--- src/rtl/core/cfc_pkg.sv ---
package cfc_pkg;

  // Weight averaging
  localparam int unsigned AVG_SAMPLES = 3;
  localparam int unsigned SAMPLE_MAX  = 16000;
  localparam int unsigned SUM_W       = $clog2(AVG_SAMPLES * SAMPLE_MAX + 1);
  localparam int unsigned CNT_W       = $clog2(AVG_SAMPLES + 1);
  // divide by AVG_SAMPLES as multiply by a rounded-up reciprocal, exact below 2**SUM_W
  localparam int unsigned RECIP_SH    = SUM_W + 3;
  localparam int unsigned RECIP       = ((2 ** RECIP_SH) + AVG_SAMPLES - 1) / AVG_SAMPLES;
  localparam int unsigned RECIP_W     = RECIP_SH + 1;
  localparam int unsigned PROD_W      = SUM_W + RECIP_W;

  localparam int unsigned WEIGHT_W  = 14;
  localparam int unsigned TICKS_W   = 10;
  localparam int unsigned PRESS_W   = 8;
  localparam int unsigned CFG_W     = 14;
  localparam int unsigned REPLY_MAX = 4;
  localparam int unsigned BEAT_W    = $clog2(REPLY_MAX);

  // input item codes
  typedef enum logic [2:0] {
    CMD_TICK   = 3'd0,
    CMD_SAMPLE = 3'd1,
    CMD_BOX    = 3'd2,
    CMD_PRESS  = 3'd3,
    CMD_PIN    = 3'd4,
    CMD_WRITE  = 3'd5,
    CMD_READ   = 3'd6
  } cmd_e;

  // configuration register indexes
  typedef enum logic [1:0] {
    REG_TARGET   = 2'd0,
    REG_BOX_DLY  = 2'd1,
    REG_TIMEOUT  = 2'd2,
    REG_DEBOUNCE = 2'd3
  } cfg_reg_e;

  // controller state, one-hot
  typedef enum logic [4:0] {
    ST_IDLE   = 5'b00001,
    ST_MOVING = 5'b00010,
    ST_BOX    = 5'b00100,
    ST_WEIGH  = 5'b01000,
    ST_EMERG  = 5'b10000
  } ctrl_state_e;

  // state codes as reported
  localparam logic [2:0] CODE_IDLE   = 3'd0;
  localparam logic [2:0] CODE_MOVING = 3'd1;
  localparam logic [2:0] CODE_BOX    = 3'd2;
  localparam logic [2:0] CODE_WEIGH  = 3'd3;
  localparam logic [2:0] CODE_EMERG  = 3'd4;

  // i2c command bytes
  localparam logic [7:0] OP_GET_WEIGHT = 8'h57;  // 'W'
  localparam logic [7:0] OP_GET_STATE  = 8'h53;  // 'S'
  localparam logic [7:0] OP_START      = 8'h54;  // 'T'
  localparam logic [7:0] OP_STOP       = 8'h50;  // 'P'
  localparam logic [7:0] OP_EMERG      = 8'h45;  // 'E'
  localparam logic [7:0] REPLY_ACK     = 8'h01;
  localparam logic [7:0] REPLY_UNKNOWN = 8'hFF;

  // one result run handed to the reply stage
  typedef struct packed {
    logic [2:0]                  state_code;
    logic                        motor_on;
    logic                        servo_open;
    logic                        emergency_flag;
    logic [REPLY_MAX-1:0][7:0]   bytes;
    logic                        reply_valid;
    logic [BEAT_W-1:0]           last_idx;
  } reply_pkt_t;

  function automatic logic [2:0] state_code(ctrl_state_e st);
    logic [2:0] code;
    unique case (st)
      ST_IDLE:   code = CODE_IDLE;
      ST_MOVING: code = CODE_MOVING;
      ST_BOX:    code = CODE_BOX;
      ST_WEIGH:  code = CODE_WEIGH;
      ST_EMERG:  code = CODE_EMERG;
      default:   code = CODE_IDLE;
    endcase
    return code;
  endfunction

endpackage

--- src/rtl/core/cfc_reply.sv ---
module cfc_reply import cfc_pkg::*; (
  input  logic       clk_i,
  input  logic       rst_ni,
  input  logic       load_i,
  input  reply_pkt_t pkt_i,
  output logic       ready_o,
  output logic       out_valid_o,
  input  logic       out_stall_i,
  output logic [2:0] state_code_o,
  output logic       motor_on_o,
  output logic       servo_open_o,
  output logic       emergency_flag_o,
  output logic [7:0] reply_byte_o,
  output logic       reply_valid_o,
  output logic       reply_last_o
);

  reply_pkt_t        pkt_q;
  logic              pkt_valid_q;
  logic [BEAT_W-1:0] idx_q;
  logic              fire;
  logic              last;
  logic              done;

  assign fire    = pkt_valid_q && !out_stall_i;
  assign last    = (idx_q == pkt_q.last_idx);
  assign done    = fire && last;
  assign ready_o = !pkt_valid_q || done;

  always_ff @(posedge clk_i or negedge rst_ni) begin
    if (!rst_ni) begin
      pkt_valid_q <= 1'b0;
      idx_q       <= '0;
    end else if (load_i) begin
      pkt_valid_q <= 1'b1;
      idx_q       <= '0;
    end else if (done) begin
      pkt_valid_q <= 1'b0;
    end else if (fire) begin
      idx_q <= idx_q + BEAT_W'(1);
    end
  end

  always_ff @(posedge clk_i) begin
    if (load_i) begin
      pkt_q <= pkt_i;
    end
  end

  assign out_valid_o      = pkt_valid_q;
  assign state_code_o     = pkt_q.state_code;
  assign motor_on_o       = pkt_q.motor_on;
  assign servo_open_o     = pkt_q.servo_open;
  assign emergency_flag_o = pkt_q.emergency_flag;
  assign reply_byte_o     = pkt_q.bytes[idx_q];
  assign reply_valid_o    = pkt_q.reply_valid;
  assign reply_last_o     = last;

`ifndef SYNTHESIS
  a_idx_in_run: assert property (@(posedge clk_i) disable iff (!rst_ni)
    pkt_valid_q |-> idx_q <= pkt_q.last_idx)
    else $error("reply beat index beyond run");

  a_no_overwrite: assert property (@(posedge clk_i) disable iff (!rst_ni)
    load_i |-> (!pkt_valid_q || done))
    else $error("reply run overwritten before last beat");

  a_advance: assert property (@(posedge clk_i) disable iff (!rst_ni)
    (fire && !last && !load_i) |=> (pkt_valid_q && idx_q == $past(idx_q) + BEAT_W'(1)))
    else $error("reply run did not advance after a beat");
`endif

endmodule

--- src/rtl/core/conveyor_fill_controller.sv ---
// Conveyor fill-station controller. Each input beat is one event: a 50 ms tick, a
// load-cell sample, an IR box event, a start press, an emergency pin change, an
// i2c command write or an i2c read. The event is applied in the cycle it is
// accepted, and its results go to a reply register that drives the output
// channel. Every event except a read gives one result beat carrying the status
// after the event (reply_valid low, reply_last high). A read gives one to four
// beats with reply bytes chosen by the last written command byte: 'W' the
// average weight little-endian padded to four bytes, 'S' state, motor and
// emergency latch, 'T'/'P'/'E' 0x01, anything else 0xFF. Rate: one input beat
// per cycle while the reply register is free; it holds one run, so a read of n
// bytes stalls the input until its last beat has left, as does a stalled output,
// and the next beat is taken in the cycle the last reply beat leaves. Weights
// are grams times 16; samples outside 0..16000 are dropped, and every AVG_SAMPLES
// good ones update the average. Configuration writes are registered and must only
// be issued while the block is idle.
module conveyor_fill_controller import cfc_pkg::*; (
  input  logic               clk_i,
  input  logic               rst_ni,
  // config write port
  input  logic               cfg_we_i,
  input  logic [1:0]         cfg_idx_i,
  input  logic [CFG_W-1:0]   cfg_data_i,
  // input channel
  input  logic               in_valid_i,
  output logic               in_stall_o,
  input  logic [2:0]         cmd_i,
  input  logic [7:0]         data_byte_i,
  input  logic signed [15:0] weight_sample_i,
  input  logic               emerg_pin_pressed_i,
  // output channel
  output logic               out_valid_o,
  input  logic               out_stall_i,
  output logic [2:0]         state_code_o,
  output logic               motor_on_o,
  output logic               servo_open_o,
  output logic               emergency_flag_o,
  output logic [7:0]         reply_byte_o,
  output logic               reply_valid_o,
  output logic               reply_last_o
);

  // configuration
  logic [WEIGHT_W-1:0] target_q;
  logic [7:0]          box_dly_q;
  logic [TICKS_W-1:0]  timeout_q;
  logic [7:0]          debounce_q;

  // controller state
  ctrl_state_e         st_q, st_d;
  logic                motor_q, motor_d;
  logic                servo_q, servo_d;
  logic                latch_q, latch_d;
  logic                pin_q, pin_d;
  logic [TICKS_W-1:0]  ticks_q, ticks_d;
  logic [7:0]          last_cmd_q, last_cmd_d;
  logic                pend_q, pend_d;
  logic [SUM_W-1:0]    sum_q, sum_d;
  logic [CNT_W-1:0]    cnt_q, cnt_d;
  logic [WEIGHT_W-1:0] avg_q, avg_d;
  logic [PRESS_W-1:0]  press_q, press_d;

  logic                ready;
  logic                accept;
  logic                sample_ok;
  logic [SUM_W-1:0]    sum_add;
  logic [CNT_W-1:0]    cnt_inc;
  logic [PROD_W-1:0]   prod;
  logic [PROD_W-1:0]   quot;
  reply_pkt_t          pkt;

  assign accept     = in_valid_i && ready;
  assign in_stall_o = !ready;

  // sample range check and running sum; divide by AVG_SAMPLES via reciprocal
  assign sample_ok = !weight_sample_i[15] &&
                     (weight_sample_i[14:0] <= 15'(SAMPLE_MAX));
  assign sum_add   = sum_q + SUM_W'(weight_sample_i[13:0]);
  assign cnt_inc   = cnt_q + CNT_W'(1);
  assign prod      = PROD_W'(sum_add) * PROD_W'(RECIP);
  assign quot      = prod >> RECIP_SH;

  always_ff @(posedge clk_i or negedge rst_ni) begin
    if (!rst_ni) begin
      target_q   <= WEIGHT_W'(800);
      box_dly_q  <= 8'd20;
      timeout_q  <= TICKS_W'(200);
      debounce_q <= 8'd10;
    end else if (cfg_we_i) begin
      unique case (cfg_reg_e'(cfg_idx_i))
        REG_TARGET:   target_q   <= cfg_data_i[WEIGHT_W-1:0];
        REG_BOX_DLY:  box_dly_q  <= cfg_data_i[7:0];
        REG_TIMEOUT:  timeout_q  <= cfg_data_i[TICKS_W-1:0];
        REG_DEBOUNCE: debounce_q <= cfg_data_i[7:0];
        default: ;
      endcase
    end
  end

  always_comb begin
    st_d       = st_q;
    motor_d    = motor_q;
    servo_d    = servo_q;
    latch_d    = latch_q;
    pin_d      = pin_q;
    ticks_d    = ticks_q;
    last_cmd_d = last_cmd_q;
    pend_d     = pend_q;
    sum_d      = sum_q;
    cnt_d      = cnt_q;
    avg_d      = avg_q;
    press_d    = press_q;

    if (accept) begin
      unique case (cmd_e'(cmd_i))
        CMD_TICK: begin
          // pending i2c command runs first
          if (pend_q) begin
            pend_d = 1'b0;
            unique case (last_cmd_q)
              OP_START: begin
                if (st_d == ST_IDLE && !latch_d) st_d = ST_MOVING;
              end
              OP_STOP: begin
                if (st_d != ST_EMERG) begin
                  st_d    = ST_IDLE;
                  motor_d = 1'b0;
                end
              end
              OP_EMERG: begin
                latch_d = 1'b1;
                st_d    = ST_EMERG;
              end
              default: ;
            endcase
          end
          if (press_d != '1) press_d = press_d + PRESS_W'(1);
          unique case (st_d)
            ST_IDLE: begin
              motor_d = 1'b0;
              ticks_d = '0;
            end
            ST_MOVING: begin
              if (!latch_d) motor_d = 1'b1;
              ticks_d = '0;
            end
            ST_BOX: begin
              motor_d = 1'b0;
              if (ticks_d != '1) ticks_d = ticks_d + TICKS_W'(1);
              if (ticks_d >= TICKS_W'(box_dly_q)) begin
                servo_d = 1'b1;
                st_d    = ST_WEIGH;
                ticks_d = '0;
              end
            end
            ST_WEIGH: begin
              if (ticks_d != '1) ticks_d = ticks_d + TICKS_W'(1);
              if (avg_q >= target_q) begin
                servo_d = 1'b0;
                st_d    = ST_MOVING;
                ticks_d = '0;
              end else if (ticks_d >= timeout_q) begin
                servo_d = 1'b0;
                st_d    = ST_IDLE;
                ticks_d = '0;
              end
            end
            ST_EMERG: begin
              motor_d = 1'b0;
              servo_d = 1'b0;
              if (!pin_q) begin
                latch_d = 1'b0;
                st_d    = ST_IDLE;
              end
            end
            default: st_d = ST_IDLE;
          endcase
          // latched emergency always wins
          if (latch_d) st_d = ST_EMERG;
        end
        CMD_SAMPLE: begin
          if (sample_ok) begin
            if (cnt_inc >= CNT_W'(AVG_SAMPLES)) begin
              avg_d = quot[WEIGHT_W-1:0];
              sum_d = '0;
              cnt_d = '0;
            end else begin
              sum_d = sum_add;
              cnt_d = cnt_inc;
            end
          end
        end
        CMD_BOX: begin
          if (st_q == ST_MOVING && !latch_q) st_d = ST_BOX;
        end
        CMD_PRESS: begin
          if (press_q >= debounce_q) begin
            if (st_q == ST_IDLE && !latch_q) st_d = ST_MOVING;
            press_d = '0;
          end
        end
        CMD_PIN: begin
          pin_d = emerg_pin_pressed_i;
          if (emerg_pin_pressed_i) begin
            latch_d = 1'b1;
            st_d    = ST_EMERG;
          end
        end
        CMD_WRITE: begin
          last_cmd_d = data_byte_i;
          pend_d     = 1'b1;
        end
        CMD_READ: ;
        default: ;
      endcase
    end
  end

  // result run for this beat; status is taken after the event is applied
  always_comb begin
    pkt.state_code     = state_code(st_d);
    pkt.motor_on       = motor_d;
    pkt.servo_open     = servo_d;
    pkt.emergency_flag = latch_d;
    pkt.bytes          = '0;
    pkt.reply_valid    = 1'b0;
    pkt.last_idx       = '0;
    if (cmd_e'(cmd_i) == CMD_READ) begin
      pkt.reply_valid = 1'b1;
      unique case (last_cmd_q)
        OP_GET_WEIGHT: begin
          pkt.bytes[0] = avg_q[7:0];
          pkt.bytes[1] = 8'(avg_q[WEIGHT_W-1:8]);
          pkt.last_idx = BEAT_W'(3);
        end
        OP_GET_STATE: begin
          pkt.bytes[0] = 8'(state_code(st_q));
          pkt.bytes[1] = 8'(motor_q);
          pkt.bytes[2] = 8'(latch_q);
          pkt.last_idx = BEAT_W'(2);
        end
        OP_START, OP_STOP, OP_EMERG: pkt.bytes[0] = REPLY_ACK;
        default: pkt.bytes[0] = REPLY_UNKNOWN;
      endcase
    end
  end

  always_ff @(posedge clk_i or negedge rst_ni) begin
    if (!rst_ni) begin
      st_q       <= ST_IDLE;
      motor_q    <= 1'b0;
      servo_q    <= 1'b0;
      latch_q    <= 1'b0;
      pin_q      <= 1'b0;
      ticks_q    <= '0;
      last_cmd_q <= '0;
      pend_q     <= 1'b0;
      sum_q      <= '0;
      cnt_q      <= '0;
      avg_q      <= '0;
      press_q    <= '1;
    end else begin
      st_q       <= st_d;
      motor_q    <= motor_d;
      servo_q    <= servo_d;
      latch_q    <= latch_d;
      pin_q      <= pin_d;
      ticks_q    <= ticks_d;
      last_cmd_q <= last_cmd_d;
      pend_q     <= pend_d;
      sum_q      <= sum_d;
      cnt_q      <= cnt_d;
      avg_q      <= avg_d;
      press_q    <= press_d;
    end
  end

  cfc_reply u_reply (
    .clk_i            (clk_i),
    .rst_ni           (rst_ni),
    .load_i           (accept),
    .pkt_i            (pkt),
    .ready_o          (ready),
    .out_valid_o      (out_valid_o),
    .out_stall_i      (out_stall_i),
    .state_code_o     (state_code_o),
    .motor_on_o       (motor_on_o),
    .servo_open_o     (servo_open_o),
    .emergency_flag_o (emergency_flag_o),
    .reply_byte_o     (reply_byte_o),
    .reply_valid_o    (reply_valid_o),
    .reply_last_o     (reply_last_o)
  );

`ifndef SYNTHESIS
  a_cnt_below_group: assert property (@(posedge clk_i) disable iff (!rst_ni)
    cnt_q < CNT_W'(AVG_SAMPLES))
    else $error("sample count reached group size without averaging");

  a_write_pends: assert property (@(posedge clk_i) disable iff (!rst_ni)
    (accept && cmd_e'(cmd_i) == CMD_WRITE) |=> (pend_q && last_cmd_q == $past(data_byte_i)))
    else $error("i2c write did not leave a pending command");

  a_latch_state: assert property (@(posedge clk_i) disable iff (!rst_ni)
    (accept && cmd_e'(cmd_i) == CMD_TICK && latch_d) |=> st_q == ST_EMERG)
    else $error("latched emergency not in emergency state after tick");
`endif

endmodule
--- config.mk ---
export PLATFORM = sky130hd
export DESIGN_NAME = conveyor_fill_controller
export DESIGN_NICKNAME = d
export VERILOG_FILES = /design/src/rtl/core/cfc_pkg.sv /design/src/rtl/core/cfc_reply.sv /design/src/rtl/core/conveyor_fill_controller.sv
export SDC_FILE = /design/constraint.sdc
export NUM_CORES = 1
export LEC_CHECK = 0
export BUFFER_PORTS_ARGS = -buffer_cell sky130_fd_sc_hd__buf_2
export CAP_MARGIN = 20
export CORE_AREA = 2 2 192 156
export CTS_CLUSTER_SIZE = 24
export DETAILED_ROUTE_END_ITERATION = 8
export DIE_AREA = 0 0 194 158
export SYNTH_ARGS = -nofsm -noshare
export SYNTH_HDL_FRONTEND = slang
export SYNTH_SLANG_ARGS = --single-unit
--- constraint.sdc ---
create_clock -name clk_i -period 16.49 [get_ports clk_i]
set_clock_uncertainty 0.15 [all_clocks]
set_input_delay 1.649 -clock clk_i [delete_from_list [all_inputs] [get_ports clk_i]]
set_output_delay 1.649 -clock clk_i [all_outputs]
set_load 0.05 [all_outputs]
=== Word-level counts from Yosys, hierarchy flattened ===
Index checks and enable logic that the tools add are counted.

* Add/sub/neg operators: 5
* Equality and inequality tests: 35
* Muxes and demuxes: 71
* Reduce and logical (&&, ||, !) cells: 35
* Multiply operators: 1
* Magnitude comparators: 7

{| class="wikitable"
|+ Operators by type and width
! kind !! count
|-
| $mux W10 || 10
|-
| $mux W5 || 14
|-
| $eq A8 B7 Y1 const B || 5
|-
| $pmux W5 S4 || 2
|-
| $mul A16 B18 Y33 const B || 1
|-
| $pmux W10 S3 || 1
|-
| $mux W8 || 3
|-
| $pmux W3 S4 || 2
|-
| $pmux W8 S3 || 1
|-
| $mux W1 || 23
|-
| $reduce_and A2 Y1 || 9
|-
| $add A16 B14 Y16 || 1
|-
| $bmux W8 S2 || 1
|-
| $mux W16 || 1
|-
| $pmux W8 S2 || 1
|-
| $eq A5 B2 Y1 const B || 3
|-
| $eq A5 B3 Y1 const B || 3
|-
| $eq A5 B4 Y1 const B || 3
|-
| $eq A5 B5 Y1 const B || 3
|-
| $le A15 B14 Y1 const B || 1
|-
| $pmux W5 S3 || 1
|-
| $ge A14 B14 Y1 || 1
|-
| $pmux W6 S2 || 1
|-
| $add A10 B1 Y10 const B || 1
|-
| 34 further kinds || 62
|}

* Flip-flop bits (word level): 142
* Bits of input ports: 49
* Output and inout port bits: 18
* Word-level logic and storage cells: 182

=== Logic depth before layout (Yosys ltp) ===
Gate-level depths: netlist (run 1).

* Depth in word-level cells: 20
* Gate-level depth with buffers: 32

=== Cells and area by module ===
A second synthesis (run 1) with hierarchy kept.

* Cells, all modules: 1231
* Area total of the unflattened synthesis: 12443.2 um^2

{| class="wikitable"
|+ By module, submodules not included
! module !! cells each !! times used !! seq. area each (um^2) !! area an instance (um^2)
|-
| conveyor_fill_controller || 1160 || 1 || 2726.4 || 10814.1
|-
| cfc_reply || 71 || 1 || 1306.3 || 1629.1
|}

=== Least setup slack after synthesis (run 1) ===
No wires, ideal clock.

* Path type: input-to-reg
* Start point: input weight_sample_i[0]
* End point: register avg_q[6]
* Stages on the path: 31
* Path buffers: 0
* Arrival time: 8.498 ns
* Slack: 7.708 ns
* Cell sequence: ha_1 > fa_1 > a21o_1 > a21oi_1 > nor2b_1 > o21ai_0 > a211oi_1 > nor2_1 > a211o_1 > o21ai_0 > xor2_1 > inv_1 > fa_1 > inv_1 > fa_1 > fa_1 > inv_1 > fa_1 > inv_1 > fa_1 > ha_1 > or3_1 > nor2b_1 > o311ai_0 > a41oi_1 > o21bai_1 > a21oi_1 > nor2b_1 > nor2_1 > xor2_1 > o21ai_0

* Word-level cells in the longest chain between the ends: 3
* Elaborated cells on any way between the ends: 5
* Classes of those cells: add/sub (1); mul (1); order compare (1); reduce/logical (2)

{| class="wikitable"
|+ RTL lines
! item !! line !! source
|-
| start, declared || conveyor_fill_controller.sv:28 || <nowiki>input logic signed [15:0] weight_sample_i,</nowiki>
|-
| branches (longest 3 deep; another with $mul A16 B18 Y33) || - ||
|-
| end signal, assigned || conveyor_fill_controller.sv:272 || <nowiki>avg_q <= avg_d;</nowiki>
|-
| end, declared || conveyor_fill_controller.sv:59 || <nowiki>logic [WEIGHT_W-1:0] avg_q, avg_d;</nowiki>
|}

Parallel ways; which one is timed is not known.
A chain may end at the register's enable or synchronous reset.

=== Final worst setup path (run 1) ===
Same ends and word-level chain as after synthesis.

==> results.txt, run 1 <==
port buffer count: 66
CTS tree: yes
vias in the first global route: 8450
area share of the largest cell type after synthesis: 19.78%
GRT Resource Usage Total: 17.75%
synthesized area: 11640 um2
Setup crit start kind: input port
Area Growth Syn to Fin: 11.38%
detailed placer's ending HPWL: 21.07 mm
Die H: 158 um
status: finished clean
Hold-fix buffers, CTS: 0
final hold vios: 0
fillcell total: 2781
slowest stage delay, CP: 0.64 ns
H-tree depth: 4
post-synth cell types: 69
Final Cycle Share: 56.06%
largest net degree at the start of global routing: 62
Initial Util: 40.33%
clock latency on the worst-skew pair: 0.42 ns
asr flop ratio synth: 82.22%
die area: 30650 um2
crit end category: flip-flop
Routed Antenna Nets: 0
Post-CTS Setup Inserts: 0
setup TNS: 0 ns
nets@finish: 1532
Post-Syn Instances: 1178
post-CTS sizing: 0
placer congestion estimate: 0.8662
Root Buffer: clkbuf_16
routed length per instance: 15.91 um
Crit Path Max Fanout: 5
critical path class: input port to flip-flop
most common cell in the netlist: inv_1
Worst-path clk slew: 0.06 ns
area post-placement: 12360 um2
sequential cell area fraction in the yosys report: 30.26%
DR pass1 iterations: 5
Final Critical Period: 9.244 ns
CP max stage cell: fa_1
initial antenna violation count: 0
CTS Sinks: 135
core area: 28870 um2
CP delay by family, top: adder cells
first-pass GRT wire length: 43.55 mm
num rows: 56
Highest Clock Rate: 0.1082 GHz
Top FF cell, synth: dfrtp_1
io pins: 67
relative slew slack: 42.82%
vias per cell: 5.164
Post-synth EDFFs: 24
Most Frequent Cell on Critical Path: fa_1
max_cap viols: 0
critical path arrival: 9.36 ns
Max Slew Vio Count: 0
most frequent cells after synthesis: inv_1 (173), ha_1 (168), nand2_1 (98)
Initial DRC Count: 507
RSZ-0062 raised after global routing: false
share of layout cells above drive strength 1: 13.56%
total gr overflow: 0
area leader, netlist: dfrtp_1
Design Area, Final: 12970 um2
Ys Warns: 0
Mapped Nets: 1469
DR vias: 8423
CTS Buf Count: 17
chip width: 194 um
Avg Inst Size Synth: 9.882 um2
Buf/Inv on CP: 5
synth top area cells: dfrtp_1 (20%), ha_1 (18%), fa_1 (13%)
# diodes: 0
Residual DRC: 0
final WL: 25.95 mm
register bit total from synthesis: 135
Max clock buf depth: 2
Least-Margin Pin Slew: 0.8577 ns
data required time of the critical path: 16.61 ns
HP Class: flip-flop to flip-flop
Final setup viols: 0
==> cell type report <==
type / instances / area [um2] / share of cell area [%]
sequential: 135 / 3522 / 27.16
inverter: 174 / 653.1 / 5.037
timing repair buffer: 70 / 362.8 / 2.798
tap: 377 / 471.7 / 3.638
clock inverter: 10 / 112.6 / 0.8685
multi-input combinational: 843 / 7348 / 56.67
clock buffer: 22 / 495.5 / 3.821
==> through the flow <==
stage	hold WS [ns]	setup slack, ns	util, %	std cells
3_3_place_gp	0.3228	6.990	42.81	1599
2_1_floorplan	0.2910	7.708	-	1178
4_1_cts	0.3429	7.237	44.92	1631
6_report	0.3351	7.246	44.92	1631
3_5_place_dp	0.3293	6.837	42.81	1599
5_1_grt	0.3684	6.527	44.92	1631
==> layout by cell type (no fill, tap or decap), types with 8 or more instances in the layout <==
cell type | netlist | final
o21a_1 | 13 | 13
fa_1 | 74 | 74
nand2_1 | 98 | 98
mux2_2 | 42 | 42
inv_1 | 173 | 173
a22o_1 | 14 | 14
dfrtp_1 | 92 | 92
mux2i_1 | 9 | 9
nand3_1 | 24 | 24
and2_1 | 8 | 8
xor2_1 | 14 | 14
edfxtp_1 | 24 | 24
buf_2 | 2 | 65
ha_1 | 168 | 168
and3_1 | 14 | 14
o31ai_1 | 9 | 9
a21o_1 | 16 | 16
nor2b_1 | 9 | 9
a21oi_1 | 44 | 44
xnor2_1 | 29 | 29
clkbuf_16 | 0 | 18
o21ai_0 | 76 | 76
nand2b_1 | 19 | 19
nor3_1 | 23 | 23
dfstp_2 | 19 | 19
nor2_1 | 53 | 53
==> cell families (layout without fill, tap and decap cells) <==
| group | after synthesis | in the layout | share of synthesized area [%] |
|---|---|---|---|
| xor+xnor | 43 | 43 | 3.235 |
| buf+inv | 200 | 276 | 6.664 |
| fa+ha+maj | 242 | 242 | 30.78 |
| compound gates | 221 | 221 | 12.24 |
| flops | 135 | 135 | 30.26 |
| mux | 51 | 51 | 4.837 |
| simple gates | 286 | 286 | 11.98 |
==> state kept, by name (all words and copies together), names as in the netlist <==
name / count
st_q: 5
pend_q: 1
ticks_q: 10
avg_q: 14
u_reply.idx_q: 2
u_reply.out_valid_o: 1
u_reply.reply_valid_o: 1
cnt_q: 2
motor_q: 1
latch_q: 1
u_reply.motor_on_o: 1
last_cmd_q: 8
timeout_q: 10
u_reply.emergency_flag_o: 1
debounce_q: 8
press_q: 8
box_dly_q: 8
target_q: 14
u_reply.servo_open_o: 1
u_reply.pkt_q: 17
sum_q: 16
servo_q: 1
u_reply.state_code_o: 3
pin_q: 1
==> worst min-delay path, stage by stage (launching register included) <==
cell and delay [ns]:
dfrtp_1 0.35, nand2_1 0.05, o21ai_0 0.06
==> routing by layer <==
metal  GRT usage (%)  up-vias  wire length (um)
met2           27.91      124             11720
met1           25.99     4101             13230
met4           4.401        0               376
met3           2.173       27               625
li1                -     4171                 -
met5               0        -                 0
==> path summary, 6_finish.rpt <==
path	start	endpoint	slack, ns	cells after the start
setup / recovery	weight_sample_i[0]	avg_q[6]$_DFFE_PN0P_	7.25	32
hold / removal	sum_q[7]$_DFFE_PN0P_	sum_q[7]$_DFFE_PN0P_	0.34	2
setup reg to reg	sum_q[0]$_DFFE_PN0P_	avg_q[6]$_DFFE_PN0P_	8.20	31
hold reg to reg	sum_q[7]$_DFFE_PN0P_	sum_q[7]$_DFFE_PN0P_	0.34	2
max in group asynchronous	rst_ni	last_cmd_q[7]$_DFFE_PN0P_	13.81	2
min in group asynchronous	rst_ni	target_q[11]$_DFFE_PN0P_	1.11	1
Power of run 1 is not shown: default switching activity piles up to over one toggle a cycle in this logic, so the estimate is an artifact.
==> run 2, diff against run 1 <==
==> constraint.sdc (replaced) <==
create_clock -name clk_i -period 8.2 [get_ports clk_i]
set_clock_uncertainty 0.15 [all_clocks]
set_input_delay 0.82 -clock clk_i [delete_from_list [all_inputs] [get_ports clk_i]]
set_output_delay 0.82 -clock clk_i [all_outputs]
set_load 0.05 [all_outputs]
==> run 2 against run 1 <==
Critical path depth rose by 1. Cell area rose by 2.1%. Routed wire length rose by 1.6%. Count of clock-buffer cells in the layout is the same. Cell count increased by 2.1%. Via count is 1.8% higher. Global-route usage is 0.22 points higher.
==> results.txt, run 2 (synthesis results as in run 1) <==
Die H: 158 um (unchanged)
status: finished clean
die area: 30650 um2 (unchanged)
HP Class: input port to async pin
slowest stage delay, CP: 0.56 ns (-0.08 ns)
CTS Buf Count: 17 (unchanged)
GRT Resource Usage Total: 17.97% (+0.22 points)
reg-to-reg slack, setup: 0.59 ns (-7.61 ns)
Max clock buf depth: 2 (unchanged)
crit end category: flip-flop
critical path class: input port to flip-flop
CP max stage cell: fa_1
max FFs per register: 17 (unchanged)
fillcell total: 2796 (+0.54%)
initial antenna violation count: 1 (+1)
first-pass GRT wire length: 43.73 mm (+0.40%)
Sequential Area: 3522 um2 (unchanged)
share of layout cells above drive strength 1: 16.06% (+2.5 points)
core area: 28870 um2 (unchanged)
DR pass1 iterations: 5 (unchanged)
DR vias: 8577 (+1.8%)
vias in the first global route: 8357 (-1.1%)
clock latency on the worst-skew pair: 0.42 ns (about the same)
setup slack at placement: -0.2212 ns (-7.058 ns)
Largest Register: u_reply.pkt_q
RSZ-0062 raised after global routing: false
# diodes: 0 (unchanged)
data required time of the critical path: 8.31 ns (-8.30 ns)
worst r2r src: sum_q[0]$_DFFE_PN0P_
Least-Margin Pin Slew: 0.9005 ns (+0.04288 ns)
placer congestion estimate: 0.8515 (-1.7%)
num rows: 56 (unchanged)
total gr overflow: 0 (unchanged)
area of the multi-input gates: 7362 um2 (+0.19%)
Most Frequent Cell on Critical Path: fa_1
port buffer count: 66 (unchanged)
reg2reg end: avg_q[10]$_DFFE_PN0P_
Post-CTS Setup Inserts: 0 (unchanged)
chip width: 194 um (unchanged)
Routed Antenna Nets: 0 (unchanged)
final WL: 26.36 mm (+1.6%)
Final Cycle Share: 94.36%
Setup crit start kind: input port
critical path arrival: 7.85 ns (-1.51 ns)
Initial DRC Count: 476 (-6.1%)
detailed placer's ending HPWL: 21.49 mm (+2.0%)
CTS Sinks: 135 (unchanged)
final hold vios: 0 (unchanged)
H-tree depth: 4 (unchanged)
most frequent cells in the layout: inv_1 (173), ha_1 (168), nand2_1 (98), dfrtp_1 (92), fa_1 (73)
Initial Util: 40.33% (unchanged)
Crit Path Max Fanout: 3 (-2)
Root Buffer: clkbuf_16
vias per cell: 5.148 (-0.31%)
Max Slew Vio Count: 0 (unchanged)
worst r2r path cells: 32 (+3.2%)
Final setup viols: 0 (unchanged)
routed length per instance: 15.82 um (-0.56%)
min setup slack post-route: 0.4623 ns (-6.784 ns)
largest net degree at the start of global routing: 63 (+1.6%)
io pins: 67 (unchanged)
Highest Clock Rate: 0.1292 GHz
CTS tree: yes
Area Growth Syn to Fin: 13.71%
Worst-path clk slew: 0.06 ns (about the same)
nets@finish: 1567 (+2.3%)
Residual DRC: 0 (unchanged)
biggest regs: u_reply.pkt_q x17, sum_q x16
commonest non-fill, non-tap cell in the layout: inv_1
Final Critical Period: 7.738 ns
relative slew slack: 39.96% (-2.9 points)
max_cap viols: 0 (unchanged)
==> run 2: worst max-delay path by stage <==
stage	from	to	slack [ns]	cells past startpoint
after floorplan	weight_sample_i[0]	avg_q[6]$_DFFE_PN0P_	0.25	31
after global placement	weight_sample_i[0]	avg_q[6]$_DFFE_PN0P_	-0.06	33
after detailed placement	weight_sample_i[0]	avg_q[6]$_DFFE_PN0P_	-0.22	33
after CTS	weight_sample_i[0]	avg_q[6]$_DFFE_PN0P_	0.20	33
after global routing	weight_sample_i[0]	avg_q[6]$_DFFE_PN0P_	0.02	31
final	weight_sample_i[0]	avg_q[10]$_DFFE_PN0P_	0.46	33
==> run 2: final cells by class <==
cell class | count | area share (%)
Inverter | 174 | 4.934
Multi-Input combinational cell | 843 | 55.61
Timing Repair Buffer | 105 | 4.726
Sequential cell | 135 | 26.61
Tap cell | 377 | 3.563
Clock buffer | 22 | 3.667
Clock inverter | 10 | 0.8885
==> run 2: repair_timing <==
item,4_1_cts,5_1_grt
resized for setup,0,8
endpoints found under the setup margin,0,9
endpoints found under the hold margin,0,0
hold buffers,0,0
==> run 2: metal layers <==
layer | share of wire (%) | vias to the layer above | GRT usage (%) | routed length [um]
met1 | 49 | 4141 | 25.88 | 13040
met4 | 0.96 | 2 | 4.185 | 253
met3 | 4.0 | 23 | 2.876 | 1063
li1 | - | 4250 | - | -
met2 | 45 | 161 | 28.40 | 11990
met5 | 0.046 | - | 0 | 12
==> run 2: worst max-delay path: cells and delay by family <==
kind,cells,cell delay [ns]
fa+ha+maj,9,3.63
compound gates,10,1.71
xor+xnor,2,0.23
buf+inv,7,0.61
simple gates,5,0.85
==> run 2: per-stage QoR <==
step           cell area, um2  hold slack [ns]  TNS, ns  instances  util [%]
2_1_floorplan           11640           0.2910        0       1178         -
3_3_place_gp            12620           0.3216  -0.1045       1634     43.72
3_5_place_dp            12620           0.3239   -1.078       1634     43.72
4_1_cts                 13220           0.3178        0       1666     45.81
5_1_grt                 13240           0.3344        0       1666     45.86
6_report                13240           0.2801        0       1666     45.86
Power of run 2 is left out for the same reason.
==> run 3, diff against run 2 <==
--- a/config.mk
+++ b/config.mk
@@ -7,10 +7,11 @@
 export LEC_CHECK = 0
 export BUFFER_PORTS_ARGS = -buffer_cell sky130_fd_sc_hd__buf_2
 export CAP_MARGIN = 20
-export CORE_AREA = 2 2 192 156
+export CORE_AREA = 2 2 157 190
 export CTS_CLUSTER_SIZE = 24
 export DETAILED_ROUTE_END_ITERATION = 8
-export DIE_AREA = 0 0 194 158
+export DIE_AREA = 0 0 159 192
+export RECOVER_POWER = 50
 export SYNTH_ARGS = -nofsm -noshare
 export SYNTH_HDL_FRONTEND = slang
 export SYNTH_SLANG_ARGS = --single-unit
==> run 3 against run 2 <==
The run now ends with max-capacitance violations, max-slew violations left. Cell count is 0.96% higher. Register-to-register slack better by 0.08 ns. Via count is 0.38% lower. Non-clock buffer count is 8 higher. Global-route usage is 0.10 points lower. First-iteration DRC count is 22% lower. Hold slack better by 0.054 ns. Fmax is 1.3% higher. Count of clock-buffer cells in the layout is 3 lower. Largest cell class unchanged.
==> results.txt, run 3 (synthesis results as in run 1) <==
critical path class: input port to flip-flop
clock latency on the worst-skew pair: 0.42 ns (about the same)
routed length per instance: 15.38 um (-2.8%)
relative slew slack: -127.0% (-170 points)
CP max stage cell: fa_1
crit end category: flip-flop
share of layout cells above drive strength 1: 15.96% (-0.099 points)
largest net degree at the start of global routing: 75 (+19%)
final std cells w/o fill: 1682 (+0.96%)
Residual DRC: 0 (unchanged)
DR vias: 8544 (-0.38%)
biggest regs: u_reply.pkt_q x17, sum_q x16
RSZ-0062 raised after global routing: false
Area Growth Syn to Fin: 14.66%
vias per cell: 5.080 (-1.3%)
Initial DRC Count: 371 (-22%)
final hold vios: 0 (unchanged)
Setup crit start kind: input port
CTS Buf Count: 17 (unchanged)
area of the multi-input gates: 7365 um2 (about the same)
Util after Layout: 46.69% (+0.83 points)
Worst-path clk slew: 0.06 ns (about the same)
H-tree depth: 4 (unchanged)
Crit Path Max Fanout: 3 (unchanged)
first-pass GRT wire length: 43.58 mm (-0.33%)
Routed Antenna Nets: 0 (unchanged)
core area: 28590 um2 (-0.97%)
setup slack at placement: -0.09981 ns (+0.1213 ns)
hold depth: 2
Least-Margin Pin Slew: 3.405 ns (+2.504 ns)
Final Critical Period: 7.642 ns (-0.09557 ns)
min setup slack post-route: 0.5578 ns (+0.09557 ns)
placer congestion estimate: 0.8899 (+4.5%)
status: finished with violations
Min-Delay Endpoint: sum_q[5]$_DFFE_PN0P_
Hold-fix buffers, CTS: 0 (unchanged)
port buffer count: 66 (unchanged)
Root Buffer: clkbuf_16
Highest Clock Rate: 0.1309 GHz (+1.3%)
data required time of the critical path: 8.31 ns (about the same)
reg2reg end: avg_q[6]$_DFFE_PN0P_
max FFs per register: 17 (unchanged)
max_cap viols: 2 (+2)
Max clock buf depth: 2 (unchanged)
GRT Resource Usage Total: 17.86% (-0.10 points)
# diodes: 0 (unchanged)
Initial Util: 40.72% (+0.40 points)
violated checks: max-capacitance violations, max-slew violations
Sequential Area: 3522 um2 (unchanged)
Final setup viols: 0 (unchanged)
nets@finish: 1575 (+0.51%)
chip width: 159 um (-18%)
Largest Register: u_reply.pkt_q
io pins: 67 (unchanged)
worst r2r path cells: 27 (-16%)
initial antenna violation count: 0 (-1)
Final Cycle Share: 93.20% (-1.2 points)
detailed placer's ending HPWL: 21.19 mm (-1.4%)
num rows: 68 (+21%)
critical path arrival: 7.76 ns (-0.09 ns)
most frequent cells in the layout: inv_1 (173), ha_1 (168), nand2_1 (98), dfrtp_1 (92), o21ai_0 (75)
CTS Sinks: 135 (unchanged)
slowest stage delay, CP: 0.63 ns (+0.07 ns)
fillcell total: 2762 (-1.2%)
vias in the first global route: 8822 (+5.6%)
Most Frequent Cell on Critical Path: fa_1
cell total after placement: 1649 (+0.92%)
worst r2r src: sum_q[1]$_DFFE_PN0P_
Die H: 192 um (+22%)
reg-to-reg slack, setup: 0.67 ns (+0.08 ns)
final WL: 25.87 mm (-1.9%)
total gr overflow: 0 (unchanged)
HP Class: flip-flop to flip-flop
commonest non-fill, non-tap cell in the layout: inv_1
Post-CTS Setup Inserts: 0 (unchanged)
post-CTS sizing: 0 (unchanged)
die area: 30530 um2 (-0.40%)
Worst Hold Slack: 0.3340 ns (+0.05382 ns)
DR pass1 iterations: 5 (unchanged)
Hold Crit Start: sum_q[5]$_DFFE_PN0P_
CTS tree: yes
Max Slew Vio Count: 101 (+101)
-- run 3: changes by cell type in the layout (fill, tap and decap cells not counted), sizes merged --
cell,previous run,this run
bufinv,2,6
clkbuf,22,25
buf,105,107
clkinvlp,2,0
clkinv,5,6
-- run 3: final cells by class --
cell class,instances,area share (%)
inverter,174,4.893
multi-input combinational,843,55.17
clock buffer,19,3.243
tap,385,3.609
sequential,135,26.39
clock inverter,13,1.687
timing repair buffer,113,5.006
-- run 3: stage by stage --
step	TNS (ns)	instance area, um2
2_1_floorplan	0	11640
4_1_cts	0	13340
5_1_grt	0	13350
3_5_place_dp	-0.3334	12680
3_3_place_gp	-0.01995	12680
6_report	0	13350
-- run 3: how the worst max path moves through the flow --
stage	start	to	slack (ns)	cells after the start
after detailed placement	weight_sample_i[1]	avg_q[6]$_DFFE_PN0P_	-0.1	28
final	weight_sample_i[1]	avg_q[6]$_DFFE_PN0P_	0.56	28
after global placement	weight_sample_i[0]	avg_q[7]$_DFFE_PN0P_	-0.01	29
after global routing	weight_sample_i[0]	avg_q[10]$_DFFE_PN0P_	0.01	31
after floorplan	weight_sample_i[0]	avg_q[6]$_DFFE_PN0P_	0.25	31
after CTS	weight_sample_i[1]	avg_q[6]$_DFFE_PN0P_	0.32	28
-- run 3: critical path: cells and delay by family --
family | cells | cell delay [ns]
buffers and inverters | 3 | 0.28
AND/OR/NAND/NOR | 4 | 0.71
AO/OA/AOI/OAI | 11 | 2.27
adder cells (fa/ha/maj) | 8 | 3.32
XOR/XNOR | 2 | 0.34
-- run 3: layer usage --
layer  wire length, um  track usage [%]  up-vias
li1                  -                -     4263
met1             11220            21.78     4113
met2             13470            32.73      141
met3               697            2.246       27
met4               493            5.944        0
met5                 0                0        -
Power of run 3 is left out for the same reason.
